[src/rtl/core/first_fit_block_allocator_core_macros.svh]
// Assertion macros shared by the allocator core modules.
`ifndef FIRST_FIT_BLOCK_ALLOCATOR_CORE_MACROS_SVH
`define FIRST_FIT_BLOCK_ALLOCATOR_CORE_MACROS_SVH

// Same-cycle implication, disabled while reset is asserted.
`define FFBA_ASSERT_IMP(label, clk, rstn, ante, cons, msg) \
  label: assert property (@(posedge clk) disable iff (!rstn) (ante) |-> (cons)) \
    else $error(msg);

// Next-cycle implication, disabled while reset is asserted.
`define FFBA_ASSERT_NEXT(label, clk, rstn, ante, cons, msg) \
  label: assert property (@(posedge clk) disable iff (!rstn) (ante) |=> (cons)) \
    else $error(msg);

`endif

[src/rtl/core/ffba_pkg.sv]
// ----------------------------------------------------------------------------
// ffba_pkg
// Types and constants shared by the first-fit block allocator core.
// ----------------------------------------------------------------------------
package ffba_pkg;

  localparam int unsigned SIZE_W = 12;  // sizes and offsets on the ports
  localparam int unsigned POS_W  = 14;  // arena position plus header plus capacity

  typedef logic [SIZE_W-1:0] size_t;
  typedef logic [POS_W-1:0]  pos_t;

  typedef enum logic {
    OP_ALLOC = 1'b0,
    OP_FREE  = 1'b1
  } op_e;

  typedef enum logic {
    ST_DONE   = 1'b0,
    ST_NO_FIT = 1'b1
  } status_e;

  // One block header as kept in the block store.
  typedef struct packed {
    logic  free;
    size_t cap;
  } blk_t;

  typedef enum logic [5:0] {
    S_IDLE  = 6'b000001,
    S_GOT_H = 6'b000010,
    S_EVAL  = 6'b000100,
    S_GOT_N = 6'b001000,
    S_SPLIT = 6'b010000,
    S_RESP  = 6'b100000
  } state_e;

  typedef struct packed {
    logic start;      // latch transaction, point at offset 0
    logic got_h;      // capture current block header
    logic advance;    // step to next block and read it
    logic rd_next;    // read next block header
    logic merge;      // fold next block into current if both free
    logic mark_free;  // set current block free
    logic take;       // mark current block used, record grant
    logic split_wr;   // write header of split remainder
    logic set_fail;   // no block fits
    logic respond;    // load output register
  } dp_cmd_t;

  typedef struct packed {
    op_e  op;
    logic tgt_bad;
    logic n_exists;
    logic can_merge;
    logic fits;
    logic split_ok;
    logic h_lt_tgt;
    logic h_eq_tgt;
    logic out_full;
  } dp_stat_t;

endpackage

[src/rtl/core/ffba_ctrl.sv]
// ----------------------------------------------------------------------------
// ffba_ctrl
// Sequencer for the allocate walk and the free lookup.
// ----------------------------------------------------------------------------
`include "first_fit_block_allocator_core_macros.svh"

module ffba_ctrl (
  input  logic               clk_i,
  input  logic               rst_ni,
  input  logic               in_valid_i,
  output logic               in_ready_o,
  input  ffba_pkg::dp_stat_t stat_i,
  output ffba_pkg::dp_cmd_t  cmd_o
);

  ffba_pkg::state_e state_q, state_d;

  always_comb begin
    state_d    = state_q;
    cmd_o      = '0;
    in_ready_o = 1'b0;
    case (state_q)
      ffba_pkg::S_IDLE: begin
        in_ready_o = 1'b1;
        if (in_valid_i) begin
          cmd_o.start = 1'b1;
          state_d     = ffba_pkg::S_GOT_H;
        end
      end
      ffba_pkg::S_GOT_H: begin
        cmd_o.got_h = 1'b1;
        state_d     = ffba_pkg::S_EVAL;
      end
      ffba_pkg::S_EVAL: begin
        if (stat_i.op == ffba_pkg::OP_ALLOC) begin
          if (stat_i.can_merge) begin
            cmd_o.rd_next = 1'b1;
            state_d       = ffba_pkg::S_GOT_N;
          end else if (stat_i.fits) begin
            cmd_o.take = 1'b1;
            state_d    = stat_i.split_ok ? ffba_pkg::S_SPLIT : ffba_pkg::S_RESP;
          end else if (stat_i.n_exists) begin
            cmd_o.advance = 1'b1;
            state_d       = ffba_pkg::S_GOT_H;
          end else begin
            cmd_o.set_fail = 1'b1;
            state_d        = ffba_pkg::S_RESP;
          end
        end else begin
          state_d = ffba_pkg::S_RESP;
          if (stat_i.tgt_bad) begin
            // offset below one header: nothing to free
          end else if (stat_i.h_eq_tgt) begin
            cmd_o.mark_free = 1'b1;
            if (stat_i.n_exists) begin
              cmd_o.rd_next = 1'b1;
              state_d       = ffba_pkg::S_GOT_N;
            end
          end else if (stat_i.h_lt_tgt && stat_i.n_exists) begin
            cmd_o.advance = 1'b1;
            state_d       = ffba_pkg::S_GOT_H;
          end
        end
      end
      ffba_pkg::S_GOT_N: begin
        cmd_o.merge = 1'b1;
        state_d = (stat_i.op == ffba_pkg::OP_ALLOC) ? ffba_pkg::S_EVAL : ffba_pkg::S_RESP;
      end
      ffba_pkg::S_SPLIT: begin
        cmd_o.split_wr = 1'b1;
        state_d        = ffba_pkg::S_RESP;
      end
      ffba_pkg::S_RESP: begin
        if (!stat_i.out_full) begin
          cmd_o.respond = 1'b1;
          state_d       = ffba_pkg::S_IDLE;
        end
      end
      default: begin
        state_d = ffba_pkg::S_IDLE;
      end
    endcase
  end

  always_ff @(posedge clk_i or negedge rst_ni) begin
    if (!rst_ni) begin
      state_q <= ffba_pkg::S_IDLE;
    end else begin
      state_q <= state_d;
    end
  end

  `FFBA_ASSERT_NEXT(a_one_in_flight, clk_i, rst_ni, in_valid_i && in_ready_o, !in_ready_o, "second transaction taken")
  `FFBA_ASSERT_IMP(a_resp_only_free, clk_i, rst_ni, cmd_o.respond, !stat_i.out_full, "output overwritten")
  `FFBA_ASSERT_IMP(a_split_after_fit, clk_i, rst_ni, cmd_o.take, stat_i.fits && stat_i.op == ffba_pkg::OP_ALLOC, "take without fit")

endmodule

[config.mk]
export PLATFORM = sky130hd
export DESIGN_NAME = ffba_ctrl
export DESIGN_NICKNAME = d
export VERILOG_FILES = /design/src/rtl/core/ffba_pkg.sv /design/src/rtl/core/ffba_ctrl.sv
export VERILOG_INCLUDE_DIRS = /design/src /design/src/rtl/core
export SDC_FILE = /design/constraint.sdc
export NUM_CORES = 1
export LEC_CHECK = 0
export BUFFER_PORTS_ARGS = -buffer_cell sky130_fd_sc_hd__buf_2
export CORE_AREA = 5 5 42 44
export CTS_BUF_LIST = sky130_fd_sc_hd__clkbuf_8
export DETAILED_ROUTE_END_ITERATION = 16
export DIE_AREA = 0 0 47 49
export GPL_ROUTABILITY_DRIVEN = 0
export GPL_TIMING_DRIVEN = 0
export HOLD_SLACK_MARGIN = 0.08
export PLACE_DENSITY = 0.69
export SYNTH_ARGS = -nofsm -noshare
export SYNTH_HDL_FRONTEND = slang
export SYNTH_SLANG_ARGS = --single-unit
[constraint.sdc]
create_clock -name clk_i -period 1.7 [get_ports clk_i]
set_clock_uncertainty 0.05 [all_clocks]
set_input_delay 0.085 -clock clk_i [delete_from_list [all_inputs] [get_ports clk_i]]
set_output_delay 0.085 -clock clk_i [all_outputs]
set_load 0.02 [all_outputs]
==> results.json <==
{
  "vias": 582,
  "io_pins": 23,
  "grt_pass1_vias": 563,
  "period_minus_slack_ns": 1.82,
  "path_class": "reg2out",
  "nNetsFinal": 111,
  "maxSlewHeadroom_pct": 68.4,
  "power.total_mw": 1.03,
  "worstPathCellList": "nor4_4, nand3b_4, buf_4, nor3b_4, buf_6",
  "crit_path_end_kind": "output port",
  "avgViaCountPerCell": 5.11,
  "p_leak_nw": 0.495,
  "pwr_density_cell_mw_per_mm2": 1080,
  "nFillCells": 118,
  "r2r_slack_ns": -0.07,
  "max_stage_delay_ns": 0.42,
  "cp-start-kind": "register",
  "seqCellArea_sq_um": 155,
  "grtUsageMet3_pct": 2.58,
  "cts_max_level": 1,
  "drc": 0,
  "ys_seq_area_share_pct": 28.0,
  "largest_reg_flops": 6,
  "synth-seq-cells": 6,
  "grt_max_degree": 9,
  "wire_per_inst_microns": 11.9,
  "postLayoutSetupSlackWorst_ns": -0.124,
  "final_hold_viol_count": 0,
  "final_core_util_pct": 68.4,
  "avgSynthCellArea_sq_um": 10.0,
  "core_sq_mm": 0.00140,
  "drt_pass1_iterations": 2,
  "crit_required_ns": 1.56,
  "cts-root-buf": "clkbuf_8",
  "dpl.hpwl_microns": 952,
  "top_regs": "state_q x6",
  "reg2reg_from": "state_q[4]",
  "fin_crit_sh_pct": 107,
  "largest_register": "state_q",
  "r2r-end": "state_q[1]",
  "met1_usage_pct": 15.3,
  "antenna_found_initial": 0,
  "outcome": "finished with violations",
  "cts_buffers": 3,
  "clk_latency_ns": 0.22,
  "synth_cell_types": 38,
  "worst-r2r-cell-count": 7,
  "clock_sinks": 6,
  "met2_usage_pct": 21.9,
  "worstHoldStart": "stat_i[6]",
  "hold_depth": 2,
  "routed_wirelength_mm": 1.36,
  "grt_use_total_pct": 13.7,
  "min_delay_worst_endpoint": "state_q[3]",
  "die_h_microns": 49,
  "area_delta_synth_final_pct": 77.3,
  "grt_pass1_wl_mm": 2.27,
  "cp_max_fo": 6,
  "path_clk_slew_ns": 0.04,
  "violations": "setup timing",
  "synth_edf_count": 0,
  "worst_slew_pin_slew_ns": 0.474,
  "io_buffers": 21,
  "slew_viol_final": 0,
  "async_flop_share_pct": 100,
  "maxCapViolations": 0,
  "clock.fmax_ghz": 0.548,
  "finalSetupViolCount": 8,
  "syn_area_sq_um": 541,
  "hp-class": "in2reg",
  "synth_ff_type": "dfrtp_1",
  "yosysWarnings": 0,
  "cts_tree": "yes",
  "synth_nets": 66,
  "cts_buffer_depth": 2,
  "multiInputGateArea_sq_um": 423,
  "grt_overflow": 0,
  "drive_gt1_share_pct": 63.3,
  "syn_inst": 54,
  "antenna_left": 0,
  "num_rows": 14,
  "cp_slowest_cell": "dfrtp_2",
  "drt-initial-drc-count": 2,
  "ir_worst_vdd_v": 0.000416,
  "fp.dieW_microns": 47,
  "dieArea_sq_mm": 0.00230,
  "crit_arrival_ns": 1.69,
  "grt_most_used_layer": "met2",
  "initial_core_util_pct": 38.6,
  "diodes": 0,
  "grt_setup_unrepaired": "yes"
}
## synthesized netlist by cell type, drive strengths merged, types with 3 or more instances
cell type  n  share of area (%)
nor2       6                4.2
dfrtp      5                 23
nor2b      3                4.9
nor3       3                3.7
nor3b      3                5.1
## layout by cell type (no fill, tap or decap), types with 2 or more instances in the layout
master | netlist | routed
a22o_1 | 2 | 2
buf_2 | 0 | 12
buf_4 | 0 | 18
buf_6 | 0 | 7
clkbuf_8 | 0 | 3
dfrtp_1 | 5 | 2
dfrtp_2 | 0 | 3
dlygate4sd3_1 | 0 | 3
inv_1 | 2 | 3
nor2_1 | 6 | 4
nor2_4 | 0 | 2
nor2b_1 | 2 | 2
nor3_1 | 2 | 2
nor4b_4 | 1 | 2
o21ai_0 | 2 | 2
## logic make-up (layout without fill, tap and decap cells)
family                    after synthesis  count (layout)  synth area share [%]
xor gates and xnor gates                1               1                  1.62
and+or+nand+nor                        30              30                  47.5
AOI/OAI and AO/OA                      13              13                  18.8
buffers and inverters                   3              47                  2.08
muxes                                   1               1                  2.08
DFF                                     6               6                  28.0
## power by group
group | switching [mW] | internal [mW] | leakage (nW)
Combinational | 0.251 | 0.337 | 0.394
Sequential | 0.0470 | 0.183 | 0.0743
Clock | 0.0601 | 0.155 | 0.0269
## worst max-delay path by stage
stage / startpoint / to / slack (ns)
2_1_floorplan: state_q[1] / cmd_o[1] / 0.07
3_3_place_gp: state_q[1] / cmd_o[1] / 0.06
3_5_place_dp: state_q[5] / cmd_o[1] / -0.006
4_1_cts: state_q[1] / cmd_o[1] / -0.15
5_1_grt: state_q[4] / cmd_o[1] / -0.23
6_report: state_q[4] / cmd_o[7] / -0.12
## repair_timing
item | 4_1_cts | 5_1_grt
hold buffers | 3 | 0
cloned | 0 | 0
pin swaps | 5 | 4
setup buffers | 10 | 6
setup endpoints to repair | 8 | 11
gates resized for setup | 22 | 6
hold endpoints to repair | 8 | 0
## layer usage
| layer | wire length (microns) | vias to the layer above | share of wire [%] |
|---|---|---|---|
| li1 | - | 290 | - |
| met5 | 0 | - | 0 |
| met4 | 29 | 0 | 2.1 |
| met3 | 90 | 4 | 6.6 |
| met1 | 538 | 265 | 40 |
| met2 | 698 | 23 | 51 |
## worst max-delay path, delay by kind of cell (launching register included)
family	cells	cell delay, ns
flops	1	0.42
simple gates	3	0.71
buf+inv	2	0.32
## area by class of cell
| cell class | count | share of cell area [%] |
|---|---|---|
| clock inverters | 1 | 0.392 |
| flip-flops and latches | 6 | 16.2 |
| inverters | 2 | 0.783 |
| clock buffers | 3 | 4.31 |
| multi-input cells | 45 | 44.1 |
| well taps | 16 | 2.09 |
| plain buffers | 1 | 0.392 |
| repair buffers | 40 | 31.7 |
## through the flow
step / cell area, sq um / std cells / TNS, ns / hold WS, ns / setup slack, ns
floorplan: 547 / 54 / 0 / -0.261 / 0.0651
global placement: 672 / 91 / 0 / -0.144 / 0.0563
detailed placement: 672 / 91 / -0.00622 / -0.141 / -0.00622
CTS: 896 / 108 / -0.566 / 0.138 / -0.151
global route: 958 / 114 / -1.53 / 0.136 / -0.226
finish: 958 / 114 / -0.651 / 0.141 / -0.124
Note: power is estimated with default switching activity, not from simulation.
